### src/hdl/bed4_pkg.sv
// ----------------------------------------------------------------------------
// bed4_pkg
// shared widths, register indexes and types for the 4-d distance block
// ----------------------------------------------------------------------------
package bed4_pkg;

    // field widths on the ports
    localparam int COORD_W            = 24;
    localparam int DEFAULT_COORD_BITS = 24;
    localparam int NUM_LANES          = 4;
    localparam int SQ_W               = 50;
    localparam int RES_W              = 25;
    localparam int S_TDATA_W          = NUM_LANES * COORD_W;
    localparam int M_TDATA_W          = ((SQ_W + RES_W + 7) / 8) * 8;
    localparam int M_PAD_W            = M_TDATA_W - SQ_W - RES_W;
    localparam int CFG_IDX_W          = 4;

    // configuration register indexes
    localparam logic [CFG_IDX_W-1:0] REG_QUERY_X = 4'd0;
    localparam logic [CFG_IDX_W-1:0] REG_QUERY_Y = 4'd1;
    localparam logic [CFG_IDX_W-1:0] REG_QUERY_Z = 4'd2;
    localparam logic [CFG_IDX_W-1:0] REG_QUERY_M = 4'd3;

    // lane order inside a point word
    localparam int LANE_X = 0;
    localparam int LANE_Y = 1;
    localparam int LANE_Z = 2;
    localparam int LANE_M = 3;

    // four coordinates, x in the lowest bits
    typedef logic [NUM_LANES-1:0][COORD_W-1:0] coord4_t;

endpackage

### src/hdl/bed4_sqrt.sv
// ----------------------------------------------------------------------------
// bed4_sqrt
// pipelined restoring square root, one result bit per stage, msb first
// ----------------------------------------------------------------------------
module bed4_sqrt #(
    parameter int COORD_BITS = bed4_pkg::DEFAULT_COORD_BITS
)
(
    input  logic                      clk,
    input  logic                      rst_n,
    input  logic                      in_valid,
    output logic                      in_ready,
    input  logic [2*COORD_BITS+1:0]   in_sq,
    input  logic                      in_last,
    output logic                      out_valid,
    input  logic                      out_ready,
    output logic [2*COORD_BITS+1:0]   out_sq,
    output logic [COORD_BITS:0]       out_root,
    output logic                      out_last
);
    localparam int RB = COORD_BITS + 1;
    localparam int SW = 2 * RB;

    logic          valid_q [RB];
    logic          ready_q [RB];
    logic [RB-1:0] root_q  [RB];
    logic [SW-1:0] rem_q   [RB-1];
    logic [SW-1:0] sq_q    [RB];
    logic          last_q  [RB];

    for (genvar k = 0; k < RB; k++)
    begin : g_stage
        localparam int B = RB - 1 - k;

        logic          valid_prev;
        logic [RB-1:0] root_prev;
        logic [SW-1:0] rem_prev;
        logic [SW-1:0] sq_prev;
        logic          last_prev;
        logic          ready_next;
        logic [SW:0]   trial;
        logic [SW:0]   diff;
        logic          take;
        logic [RB-1:0] root_next;
        logic          valid_reg;
        logic [RB-1:0] root_reg;
        logic [SW-1:0] sq_reg;
        logic          last_reg;

        if (k == 0)
        begin : g_first
            assign valid_prev = in_valid;
            assign root_prev  = '0;
            assign rem_prev   = in_sq;
            assign sq_prev    = in_sq;
            assign last_prev  = in_last;
        end
        else
        begin : g_next
            assign valid_prev = valid_q[k-1];
            assign root_prev  = root_q[k-1];
            assign rem_prev   = rem_q[k-1];
            assign sq_prev    = sq_q[k-1];
            assign last_prev  = last_q[k-1];
        end

        if (k == RB - 1)
        begin : g_tail
            assign ready_next = out_ready;
        end
        else
        begin : g_body
            assign ready_next = ready_q[k+1];
        end

        // (root + 2^B)^2 - root^2 = root*2^(B+1) + 2^(2B), root has no bits below B+1
        assign trial     = ((SW+1)'(root_prev) << (B + 1)) | ((SW+1)'(1) << (2 * B));
        assign diff      = {1'b0, rem_prev} - trial;
        assign take      = !diff[SW];
        assign root_next = take ? (root_prev | (RB'(1) << B)) : root_prev;

        assign ready_q[k] = !valid_reg || ready_next;

        always_ff @(posedge clk or negedge rst_n)
        begin
            if (!rst_n)
            begin
                valid_reg <= 1'b0;
            end
            else if (ready_q[k])
            begin
                valid_reg <= valid_prev;
            end
        end

        always_ff @(posedge clk)
        begin
            if (valid_prev && ready_q[k])
            begin
                root_reg <= root_next;
                sq_reg   <= sq_prev;
                last_reg <= last_prev;
            end
        end

        // remainder is not needed past the last bit
        if (k < RB - 1)
        begin : g_rem
            logic [SW-1:0] rem_reg;

            always_ff @(posedge clk)
            begin
                if (valid_prev && ready_q[k])
                begin
                    rem_reg <= take ? diff[SW-1:0] : rem_prev;
                end
            end

            assign rem_q[k] = rem_reg;
        end

        assign valid_q[k] = valid_reg;
        assign root_q[k]  = root_reg;
        assign sq_q[k]    = sq_reg;
        assign last_q[k]  = last_reg;
    end

    assign in_ready  = ready_q[0];
    assign out_valid = valid_q[RB-1];
    assign out_root  = root_q[RB-1];
    assign out_sq    = sq_q[RB-1];
    assign out_last  = last_q[RB-1];

endmodule

### config.mk
export PLATFORM = sky130hd
export DESIGN_NAME = bed4_sqrt
export DESIGN_NICKNAME = d
export VERILOG_FILES = /design/src/hdl/bed4_pkg.sv /design/src/hdl/bed4_sqrt.sv
export SDC_FILE = /design/constraint.sdc
export NUM_CORES = 2
export LEC_CHECK = 0
export BUFFER_PORTS_ARGS = -buffer_cell sky130_fd_sc_hd__buf_2
export CAP_MARGIN = 20
export CORE_ASPECT_RATIO = 2
export CORE_UTILIZATION = 40
export CTS_BUF_LIST = sky130_fd_sc_hd__clkbuf_4 sky130_fd_sc_hd__clkbuf_8
export CTS_CLUSTER_DIAMETER = 120
export DETAILED_ROUTE_END_ITERATION = 12
export GPL_TIMING_DRIVEN = 0
export REMOVE_ABC_BUFFERS = 1
export SLEW_MARGIN = 20
export SYNTH_ARGS = -nofsm -noshare
export SYNTH_HDL_FRONTEND = slang
export SYNTH_SLANG_ARGS = --single-unit
### constraint.sdc
create_clock -name clk -period 11.75 [get_ports clk]
set_input_delay 2.35 -clock clk [delete_from_list [all_inputs] [get_ports clk]]
set_output_delay 2.35 -clock clk [all_outputs]
set_load 0.1 [all_outputs]
==> flow_summary.ini <==
[status]
outcome = complete, no violations

[yosys]
synthesis.area_um2 = 92100
share_of_synthesized_registers_carrying_an_async_set_or_reset_pct = 1.12
ys_seq_elements = 2225
yosysSeqAreaShare_pct = 72.4
syn-instance-count = 6158
yosys.area.top_type_share_pct = 71.8
post-synth-top-count-cell = sky130_fd_sc_hd__edfxtp_1
yosysWarnings = 0
synth-edff-count = 2200
synthTopCellsByArea = sky130_fd_sc_hd__edfxtp_1 (72%), sky130_fd_sc_hd__ha_1 (4.4%), sky130_fd_sc_hd__xnor2_1 (2.5%)
syn_avg_cell_area_um2 = 14.9
synth-main-ff-cell = sky130_fd_sc_hd__edfxtp_1
synth_commonest_cells = sky130_fd_sc_hd__edfxtp_1 (2,200), sky130_fd_sc_hd__inv_1 (425), sky130_fd_sc_hd__nand2_1 (351)
netlist-cell-type-count = 101
post-synth-top-area-cell = sky130_fd_sc_hd__edfxtp_1

[critical_path]
slowest_stage = sky130_fd_sc_hd__nor4_1
timing.critical_path.cells = buf_2 -> nand4b_1 -> nor2_1 -> nand2_1 -> nor4_1 -> nand2_1 -> nor2_1 -> nand4_1 -> buf_2
critPathBufInv = 2
critPathArrivalTime_ns = 4.94
timing_worst_setup_path_type = in2out
worst_path_dominant_cell_family = simple AND/OR/NAND/NOR gates
crit_fanout = 4
critPathLaunchType = input pin
cp.required_ns = 9.40
cp-end-kind = output pin
crit_path_max_incr_delay_ns = 0.75

[finish]
fillerInstances = 19900
fin_nets = 6962
drive_above_1_share_pct = 13.0
area_growth_pct = 12.7
final_util_pct = 45.4
largest_register_ff_count = 1148
stdcell_area_um2 = 104000

[place]
placed_cell_area_um2 = 97600
place.detailed.hpwl_mm = 124
io_buffer_count = 132
final_wtd_congestion = 0.878

[cts]
cts.clk_slew.worst_paths_ns = 0.06
htree_num_levels = 5
number_of_buffers_added_to_fix_hold_violations_after_cts = 0
clock_latency_ns = 0.95
clock-root-buffer = sky130_fd_sc_hd__clkbuf_8
cts-resized-gates = 0
clock_path_buffers = 4
numClockSinks = 2225
cts_tree = done
cts_setup_buffers = 0
tritoncts.num_buffers = 320

[routing]
drc = 0
route.final.wire_length_mm = 168
dr.first_iter.drc_count = 1768
detail_route.vias_per_cell = 4.99
drt_antenna_net_count = 0
firstDrtPassIters = 7
wl_per_cell_um = 17.0
route.vias.total = 49000

[global_routing]
grtUsageTotal_pct = 14.3
global_route_wire_length_before_repair_mm = 263
number_of_antenna_violations_at_the_first_check_in_global_routing = 2
grt_max_degree = 61
grt_overflow = 0
vias_in_the_first_global_route = 52800

[timing]
hold_viol = 0
grt_setup_unrepaired = false
finClkSkew_ns = 0.101
worst_slew_margin_rel_pct = 24.3
setup_viol_count_final = 0
final_min_period_over_clock_period_pct = 62.1
fin_tns_setup_ns = 0
period_minus_slack_ns = 7.29
slew_viol_final = 0
worst-slew-pin-transition_ns = 1.13
maxClockFrequency_mhz = 137

[die]
rows = 248
top_level_port_count = 133
die_x_um = 341
die_y_um = 680
dieArea_um2 = 232000
initial_core_util_pct = 40.3
floorplan.core_area_um2 = 228000

[worst_hold_path]
hold_class = reg2reg

[flow_run]
max_cap_violations = 0

[power_and_ir_drop]
power.density_nw_per_um2 = 213
power_leakage_nw = 38.1
vdd_ir_drop_max_v = 0.000142
path summary, 6_finish.rpt:
| kind | from | endpoint | slack [ns] | depth (start not counted) |
|---|---|---|---|---|
| max | out_ready | in_ready | 4.46 | 9 |
| min | g_stage[10].sq_prev[0]$_DFFE_PP_ | g_stage[10].sq_reg[0]$_DFFE_PP_ | 0.38 | 0 |
| max reg2reg | g_stage[21].root_reg[16]$_DFFE_PP_ | g_stage[22].g_rem.rem_reg[47]$_DFFE_PP_ | 6.77 | 10 |
| min reg2reg | g_stage[10].sq_prev[0]$_DFFE_PP_ | g_stage[10].sq_reg[0]$_DFFE_PP_ | 0.38 | 0 |
| max in group asynchronous | rst_n | g_stage[3].valid_reg$_DFFE_PN0P_ | 9.83 | 1 |
| min in group asynchronous | rst_n | g_stage[12].valid_reg$_DFFE_PN0P_ | 1.46 | 1 |
cells by family (layout without fill, tap and decap cells):
kind of cell,Yosys count,count (layout),share of synthesized area [%]
simple gates,1498,1498,8.28
mux,75,75,0.913
xor+xnor,479,479,4.56
flops,2225,2225,72.4
compound gates,1035,1035,7.19
other cells,0,3,0
fa+ha+maj,323,323,4.39
buf+inv,523,1197,2.23
per-layer routing:
metal	vias to the layer above	share of wire [%]	wire length (um)	track usage, %
li1	24000	-	-	-
met1	23600	29	48400	10.2
met2	923	63	105000	32.2
met3	531	3.0	5100	2.18
met4	0	5.3	8970	8.25
met5	-	0	0	0
metrics by stage:
| stage | total power, mW | setup slack (ns) | hold slack [ns] | std cells |
|---|---|---|---|---|
| final | 22.1 | 4.46 | 0.376 | 9835 |
| after global routing | 23.3 | 4.24 | 0.380 | 9834 |
| after CTS | 22.4 | 4.48 | 0.367 | 9831 |
| after detailed placement | 16.4 | 4.51 | 0.405 | 9261 |
| after global placement | 16.3 | 0.887 | 0.401 | 9200 |
| after floorplan | 14.9 | 3.29 | 0.400 | 6068 |
cell usage in the layout, fill, tap and decap left out, types with 169 or more instances in the layout:
cell                       synthesis  layout
sky130_fd_sc_hd__a21oi_1         301     298
sky130_fd_sc_hd__clkbuf_8          0     324
sky130_fd_sc_hd__edfxtp_1       2200    2200
sky130_fd_sc_hd__ha_1            323     323
sky130_fd_sc_hd__inv_1           425     425
sky130_fd_sc_hd__nand2_1         351     351
sky130_fd_sc_hd__nor2_1          334     332
sky130_fd_sc_hd__nor3_1          169     169
sky130_fd_sc_hd__o21ai_0         257     257
sky130_fd_sc_hd__xnor2_1         261     261
sky130_fd_sc_hd__xor2_1          218     218
where the power goes:
part | leakage [nW] | internal [mW] | switching [mW]
Sequential | 21.6 | 10.4 | 0.631
Combinational | 13.2 | 1.94 | 3.25
Clock | 3.24 | 3.05 | 2.82
Total | 38.1 | 15.4 | 6.70
area by class of cell:
type / count / area (um2) / share of cell area (%)
clock inverter: 152 / 961 / 0.926
clock buffer: 418 / 5160 / 4.98
antenna: 3 / 7.51 / 0.00724
inverter: 433 / 1630 / 1.57
tap: 3000 / 3750 / 3.62
multi-input combinational: 3410 / 23500 / 22.7
sequential: 2225 / 66700 / 64.3
timing repair buffer: 194 / 2030 / 1.96
(Power assumes the default switching activity.)
