File: src/hdl/bed4_pkg.sv
// ----------------------------------------------------------------------------
// bed4_pkg
// shared widths, register indexes and types for the 4-d distance block
// ----------------------------------------------------------------------------
package bed4_pkg;

    // field widths on the ports
    localparam int COORD_W            = 24;
    localparam int DEFAULT_COORD_BITS = 24;
    localparam int NUM_LANES          = 4;
    localparam int SQ_W               = 50;
    localparam int RES_W              = 25;
    localparam int S_TDATA_W          = NUM_LANES * COORD_W;
    localparam int M_TDATA_W          = ((SQ_W + RES_W + 7) / 8) * 8;
    localparam int M_PAD_W            = M_TDATA_W - SQ_W - RES_W;
    localparam int CFG_IDX_W          = 4;

    // configuration register indexes
    localparam logic [CFG_IDX_W-1:0] REG_QUERY_X = 4'd0;
    localparam logic [CFG_IDX_W-1:0] REG_QUERY_Y = 4'd1;
    localparam logic [CFG_IDX_W-1:0] REG_QUERY_Z = 4'd2;
    localparam logic [CFG_IDX_W-1:0] REG_QUERY_M = 4'd3;

    // lane order inside a point word
    localparam int LANE_X = 0;
    localparam int LANE_Y = 1;
    localparam int LANE_Z = 2;
    localparam int LANE_M = 3;

    // four coordinates, x in the lowest bits
    typedef logic [NUM_LANES-1:0][COORD_W-1:0] coord4_t;

endpackage

File: src/hdl/bed4_cfg.sv
// ----------------------------------------------------------------------------
// bed4_cfg
// query point register file, written over the configuration channel
// ----------------------------------------------------------------------------
module bed4_cfg
(
    input  logic                           clk,
    input  logic                           rst_n,
    input  logic                           cfg_valid,
    output logic                           cfg_ready,
    input  logic [bed4_pkg::CFG_IDX_W-1:0] cfg_index,
    input  logic [bed4_pkg::COORD_W-1:0]   cfg_data,
    output bed4_pkg::coord4_t              query
);
    import bed4_pkg::*;

    coord4_t query_reg;

    assign cfg_ready = 1'b1;
    assign query     = query_reg;

    always_ff @(posedge clk or negedge rst_n)
    begin
        if (!rst_n)
        begin
            query_reg <= '0;
        end
        else if (cfg_valid && cfg_ready)
        begin
            unique case (cfg_index)
                REG_QUERY_X: query_reg[LANE_X] <= cfg_data;
                REG_QUERY_Y: query_reg[LANE_Y] <= cfg_data;
                REG_QUERY_Z: query_reg[LANE_Z] <= cfg_data;
                REG_QUERY_M: query_reg[LANE_M] <= cfg_data;
                // unknown index: write dropped
                default: ;
            endcase
        end
    end

endmodule

File: config.mk
export PLATFORM = sky130hd
export DESIGN_NAME = bed4_cfg
export DESIGN_NICKNAME = d
export VERILOG_FILES = /design/src/hdl/bed4_pkg.sv /design/src/hdl/bed4_cfg.sv
export SDC_FILE = /design/constraint.sdc
export NUM_CORES = 1
export LEC_CHECK = 0
export ABC_AREA = 1
export BUFFER_PORTS_ARGS = -buffer_cell sky130_fd_sc_hd__buf_2
export CORE_MARGIN = 4
export CORE_UTILIZATION = 35
export DETAILED_ROUTE_END_ITERATION = 10
export HOLD_SLACK_MARGIN = 0.15
export PLACE_DENSITY = 0.55
export REMOVE_ABC_BUFFERS = 1
export SLEW_MARGIN = 10
export SYNTH_ARGS = -nofsm -noshare
export SYNTH_HDL_FRONTEND = slang
export SYNTH_SLANG_ARGS = --single-unit
File: constraint.sdc
create_clock -name clk -period 1.25 [get_ports clk]
set_input_delay 0.1875 -clock clk [delete_from_list [all_inputs] [get_ports clk]]
set_output_delay 0.1875 -clock clk [all_outputs]
set_load 0.02 [all_outputs]
==> results of run 1 <==
## through the flow
stage | utilization, % | hold slack (ns) | setup WS (ns) | instances | setup TNS [ns]
3_3_place_gp | 43.7 | 0.288 | 0.116 | 682 | 0
3_5_place_dp | 43.7 | 0.288 | 0.0941 | 682 | 0
2_1_floorplan | - | -0.108 | -0.975 | 395 | -89.31
6_report | 48.7 | 0.194 | 0.146 | 723 | 0
4_1_cts | 48.7 | 0.193 | 0.137 | 723 | 0
5_1_grt | 48.7 | 0.195 | 0.120 | 723 | 0
## timing repair
item | 4_1_cts | 5_1_grt
hold buffers | 25 | 0
buffers inserted | 0 | 0
hold endpoints to repair | 187 | 0
## worst register-to-register path, delay by kind of cell, from the launching register on
kind             cells  cell delay [ns]
AND/OR/NAND/NOR      2             0.14
flip-flops           1             0.39
## area by class of cell
type	count	area, sq um	area share (%)
Sequential cell	96	2400	44.5
Clock inverter	3	40.0	0.742
Multi-Input combinational cell	296	1390	25.8
Inverter	3	11.3	0.209
Tap cell	140	175	3.25
Clock buffer	13	260	4.82
Timing Repair Buffer	172	1120	20.7
## Yosys cell counts
library cell  count
nand4_1          96
buf_1             1
dfrtp_1          96
nor2_4            2
conb_1            1
nand3_2           4
buf_2            22
clkbuf_4          1
nand2_1         193
buf_4            11
inv_2             2
inv_1             1
buf_6             1
clkbuf_1          4
## power groups by stage
stage	logic, W	registers (W)	clock network [W]
final	0.00249	0.00412	0.00277
after global placement	0.00243	0.00416	0
after CTS	0.00253	0.00412	0.00284
after global routing	0.00273	0.00419	0.00298
after detailed placement	0.00247	0.00417	0
after floorplan	0.000562	0.00491	0
## worst paths after layout
| check | from | end | slack (ns) | cells after the start |
|---|---|---|---|---|
| hold reg to reg | query[21]$_DFFE_PN0P_ | query[21]$_DFFE_PN0P_ | 0.47 | 2 |
| max in group asynchronous | rst_n | query[70]$_DFFE_PN0P_ | 0.40 | 3 |
| min in group asynchronous | rst_n | query[90]$_DFFE_PN0P_ | 0.43 | 3 |
| setup / recovery | query[58]$_DFFE_PN0P_ | query[58] | 0.15 | 1 |
| setup reg to reg | query[51]$_DFFE_PN0P_ | query[51]$_DFFE_PN0P_ | 0.62 | 2 |
| hold / removal | cfg_index[0] | query[44]$_DFFE_PN0P_ | 0.19 | 3 |
## logic make-up (layout without fill, tap and decap cells)
kind of cell	Yosys count	in the layout	synth area share [%]
AND/OR/NAND/NOR	295	295	34.4
buffers and inverters	43	191	5.98
flip-flops	96	96	59.5
other	1	1	0.0929
## per-layer routing
layer	global-route usage (%)	wire length (microns)
met5	0	0
met4	5.24	153
met3	4.47	914
met2	28.5	5450
met1	25.1	5230
## layout by cell type (no fill, tap or decap)
cell type	instances
nand2_1	193
buf_2	125
nand4_1	96
dfrtp_1	96
dlygate4sd3_1	25
buf_4	16
clkbuf_16	9
buf_12	6
nand3_2	4
nor2_4	2
inv_2	2
clkinv_2	2
clkbuf_8	2
clkbuf_1	2
inv_1	1
conb_1	1
bufinv_16	1
==> results by group, run 1 <==
Status
  • Status: finished, final reports clean

Synthesis
  • Seq cells post-synth: 96
  • Yosys top cell by area: dfrtp_1
  • Synth top area cells: dfrtp_1 60%, nand2_1 18%, nand4_1 15%, buf_2 2.7%, buf_4 2.0%
  • Post-Syn Instances: 435
  • Post-synth top area share: 59.5%
  • Avg Cell Area, Syn: 9.28 sq um
  • Synthesized area: 4040 sq um
  • Yosys cell types: 14
  • Synth Warn #: 0
  • Sequential-to-total area share from yosys stat: 59.5%

Power
  • Pwr/cell area: about 1700 nW/um^2
  • Final Total Pwr: 0.00937 W
  • VDD IR max: around 0.8 mV
  • Seq pwr share: 43.9%
  • Pleak: 2.99 nW
  • Sw Ratio: 33.7%
  • Comb power frac: around a quarter
  • Clk pwr share: ~30%
  • Int Power: ~0.0062 W
  • Switching power total: around 0.0032 W

Critical path
  • Critical path's slowest cell: dfrtp_1
  • Crit-path cells: buf_2
  • Worst stage delay on the critical path: about 0.40 ns
  • WP data required: 1.06 ns
  • Crit Path Class: reg -> out
  • Worst-path fanout max: 2
  • Crit start category: flip-flop
  • Worst path top cell family by delay: flip-flops
  • CP Capture Type: output pin
  • Crit path DAT: about 0.92 ns
  • Buf+Inv Stages, Crit Path: 1

Clocking
  • Clk root buf: clkbuf_16
  • Resize count post-CTS: 0
  • CTS tree: yes
  • H-tree Lvls: 3
  • Clk sinks: 96
  • CTS clk-pin slew, worst paths: 0.07 ns
  • Clock latency on the worst-skew pair: 0.34 ns
  • Number of CTS-inserted buffers: 9
  • CTS Buffer Depth: 2

Finish
  • Fill cells: 1089
  • Final instance area: 5400 sq um
  • NumNets Final: between 600 and 700
  • Share of post-route cells with drive strength above 1: 29.0%
  • Largest register FFs: 96
  • Synthesis-to-layout area growth: 33.7%
  • Antenna diodes: 0

Global route
  • Overflow after GRT: 0
  • Vias in the first global route: between 3000 and 4000
  • Initial antenna violation count: 0
  • First-pass GRT wire length: 19000 microns
  • Largest net degree at the start of global routing: 97
  • GRT Total Usage: 18.2%

Drt
  • DR WL/cell: 16.2 microns
  • Vias: 3663
  • Pre-antenna DRT Iters: 4
  • DRC: 0
  • Vias per inst: slightly above 5
  • Drt total wl: approximately 12000 microns
  • DRT iter0 DRCs: 151
  • ANT nets after route: 0

STA
  • # setup viols final: 0
  • Max Slew Vio Count: 0
  • Post-route clock period utilization: 88.3%
  • Final hold violation count: 0
  • Final critical-path required period: around 1.1 ns
  • Max_slew headroom: 64.6%
  • Clock skew: 0 ns
  • Max Freq: 0.906 GHz
  • Worst-margin pin slew: roughly 0.53 ns
  • RSZ-0062 raised after global routing: no

Job
  • Max Cap Viol: 0

Die
  • Die Y: 115 microns
  • Die width: between 100 and 150 microns
  • # rows: 38
  • Initial Util: 36.4%
  • Core area: 11100 sq um
  • Io pins: 128
  • Die area: 13300 sq um

Placed design
  • Routability cong.: roughly 0.75
  • Placed cell area: 4850 sq um
  • Port Buf Inserts: 126
  • DPL Wire Length: 7780 microns

Hold path
  • Hold Crit Class: in -> reg
Note: power is estimated with default switching activity, not from simulation.
==> run 2, diff against run 1 <==
- ABC_AREA: 1 -> not set
- PLACE_DENSITY: 0.55 -> 0.56
==> run 2 against run 1 <==
Non-clock buffer count shrank 8. Wire length shrank 29%. Sequential share of layout area grew 4.0 points. Sequential power grew 1%. Clock skew is the same. Cell count shrank 29%. Highest routed layer unchanged. Critical path type unchanged. Flip-flop and latch count is the same. Synthesized cell count shrank 52%. Combinational power grew 8.0%. Synthesized area shrank 9.1%. Setup slack gained 0.0086 ns.
==> results by group, run 2 <==
Drt
  • Vias: 2339 (-36%)
  • WL met3: 574 microns (-37%)
  • DRT iter0 DRCs: 54 (-64%)
  • Metal-1 WL: 3820 microns (-27%)
  • ANT nets after route: 0 (unchanged)
  • Highest metal layer with signal wires: met4
  • DR WL/cell: 16.3 microns (+0.35%)
  • Pre-antenna DRT Iters: 4 (unchanged)
  • Drt total wl: 8360 microns (-29%)
  • Vias per inst: 4.56 (-10%)
  • DRC: 0 (unchanged)
  • WL met2: 3890 microns (-29%)

Synthesis
  • Yosys cell types: 12 (-2)
  • Sequential-to-total area share from yosys stat: 65.5% (+5.9 points)
  • Yosys top cell by area: dfrtp_1
  • Seq cells post-synth: 96 (unchanged)
  • Synth top area cells: dfrtp_1 65%, mux2_2 29%, buf_6 2.5%, mux2_4 0.82%, buf_4 0.61%
  • Top cells by count, synth: 96 x dfrtp_1, 93 x mux2_2, 8 x buf_6
  • Post-synth EDFFs: 0 (unchanged)
  • Avg Cell Area, Syn: 17.6 sq um (+89%)
  • Post-Syn Instances: 209 (-52%)
  • Synth async-reset ratio: 100% (unchanged)
  • Dominant synthesized flop cell: dfrtp_1
  • Synthesized area: 3670 sq um (-9.1%)
  • Synth Warn #: 0 (unchanged)
  • Most frequent cell after synthesis: dfrtp_1
  • Post-synth top area share: 65.5% (+5.9 points)

Global route
  • Vias in the first global route: 2516 (-30%)
  • Largest net degree at the start of global routing: 39 (-60%)
  • Overflow after GRT: 0 (unchanged)
  • GRT Total Usage: 14.6% (-3.6 points)
  • Initial antenna violation count: 0 (unchanged)
  • First-pass GRT wire length: 13400 microns (-30%)

STA
  • Final hold violation count: 0 (unchanged)
  • Clock skew: 0 ns (unchanged)
  • Max Slew Vio Count: 0 (unchanged)
  • Post-route clock period utilization: 87.7% (-0.69 points)
  • Final critical-path required period: 1.10 ns (-0.00860 ns)
  • Max Freq: 0.913 GHz (+0.78%)
  • # setup viols final: 0 (unchanged)
  • Slack of the critical path: 0.154 ns (+0.00860 ns)
  • RSZ-0062 raised after global routing: no

Clocking
  • Clk sinks: 96 (unchanged)
  • Post CTS Setup Buffer Count: 0 (unchanged)
  • CTS clk-pin slew, worst paths: 0.09 ns (+0.02 ns)
  • H-tree Lvls: 3 (unchanged)
  • Number of CTS-inserted buffers: 9 (unchanged)
  • CTS Buffer Depth: 2 (unchanged)
  • Clock latency on the worst-skew pair: 0.33 ns (about the same)
  • CTS tree: yes
  • Clk root buf: clkbuf_8

Die
  • Initial Util: 35.7% (-0.73 points)
  • # rows: 37 (-2.6%)
  • Io pins: 128 (unchanged)
  • Core area: 10300 sq um (-7.2%)
  • Die width: 110 microns (-4.3%)
  • Die Y: 110 microns (-4.3%)
  • Die area: 12200 sq um (-8.5%)

Finish
  • Antenna diodes: 0 (unchanged)
  • Most frequent cells in the layout: 125 x buf_2, 96 x dfrtp_1, 93 x mux2_2, 25 x dlygate4sd3_1, 11 x clkbuf_8
  • Fill cells: 953 (-12%)
  • Commonest non-fill, non-tap cell in the layout: buf_2
  • Share of post-route cells with drive strength above 1: 66.8% (+38 points)
  • NumNets Final: 404 (-34%)
  • Synthesis-to-layout area growth: 35.0%
  • Largest register FFs: 96 (unchanged)

Critical path
  • Worst-case reg-to-reg path depth: 1 (-1)
  • Critical Path Source: query[40]$_DFFE_PN0P_
  • Worst stage delay on the critical path: 0.40 ns (about the same)
  • Crit path DAT: 0.91 ns (about the same)
  • Crit start category: flip-flop
  • Worst r2r src: query[13]$_DFFE_PN0P_
  • Crit-path cells: buf_2
  • Worst-path fanout max: 2 (unchanged)
  • Buf+Inv Stages, Crit Path: 1 (unchanged)
  • CP Capture Type: output pin
  • Worst path top cell family by delay: flip-flops
  • R2r endpoint: query[13]$_DFFE_PN0P_
  • Critical path's slowest cell: dfrtp_1
  • Crit Path Class: reg -> out
  • WP data required: 1.06 ns (about the same)
  • R2r setup slk: 0.47 ns (-0.15 ns)

Job
  • Max Cap Viol: 0 (unchanged)

Placed design
  • Placement Setup Slack: -0.124 ns (-0.219 ns)
  • DPL Wire Length: 5900 microns (-24%)
  • Port Buf Inserts: 126 (unchanged)
  • Routability cong.: 0.712 (-5.5%)

Power
  • Pwr/cell area: 1760 nW/um^2 (+1.4%)
  • Final Total Pwr: 0.00872 W (-7.0%)
  • VDD IR max: 0.897 mV (+14%)
  • Pleak: 2.44 nW (-18%)

Hold path
  • Hold Crit Class: in -> async

Status
  • Status: finished, final reports clean
run 2: final cells by class:
type / count / area, sq um / share of cell area, %
sequential: 96 / 2400 / 48.5
clock inverter: 4 / 30.0 / 0.607
clock buffer: 11 / 151 / 3.06
multi-input combinational: 102 / 1150 / 23.3
tap: 136 / 170 / 3.44
timing repair buffer: 164 / 1040 / 21.1
run 2: kinds of logic after synthesis:
kind of cell	share of synthesized area, %
and+or+nand+nor	1.67
other	0.102
DFF	65.5
buffers and inverters	3.07
muxes	29.7
run 2: stage by stage:
step                      util, %  cells  hold slack (ns)  setup TNS (ns)  instance area (sq um)
after floorplan                 -    198           -0.108          -19.88                   3560
after global placement       44.0    473           0.0845           -6.22                   4520
after detailed placement     44.0    473           0.0830           -8.28                   4520
after CTS                    48.2    513            0.239               0                   4950
after global routing         48.2    513            0.259               0                   4950
final                        48.2    513            0.257               0                   4950
run 2: worst max-delay path by stage:
stage	endpoint	cells past startpoint	slack [ns]
finish	query[40]	1	0.15
global route	query[21]	1	0.09
CTS	query[13]	1	0.12
detailed placement	query[31]$_DFFE_PN0P_	5	-0.12
global placement	query[34]$_DFFE_PN0P_	5	-0.1
floorplan	query[0]$_DFFE_PN0P_	3	-0.33
run 2: power by group:
group / leakage, nW / internal [W] / total, W / switching (W)
clock network: 0.0797 / 0.000821 / 0.00186 / 0.00104
registers: 1.18 / 0.00382 / 0.00418 / 0.000353
logic: 1.19 / 0.00114 / 0.00269 / 0.00155
total: 2.44 / 0.00578 / 0.00872 / 0.00294
run 2: per-layer routing:
layer	vias up	track usage, %
met5	-	0
met4	0	3.69
met3	8	4.43
met2	74	22.9
met1	1183	19.8
li1	1074	-
run 2: repair_timing:
action | in CTS | in global routing
resized for setup | 0 | 0
hold buffers | 25 | 0
endpoints found under the hold margin | 192 | 0
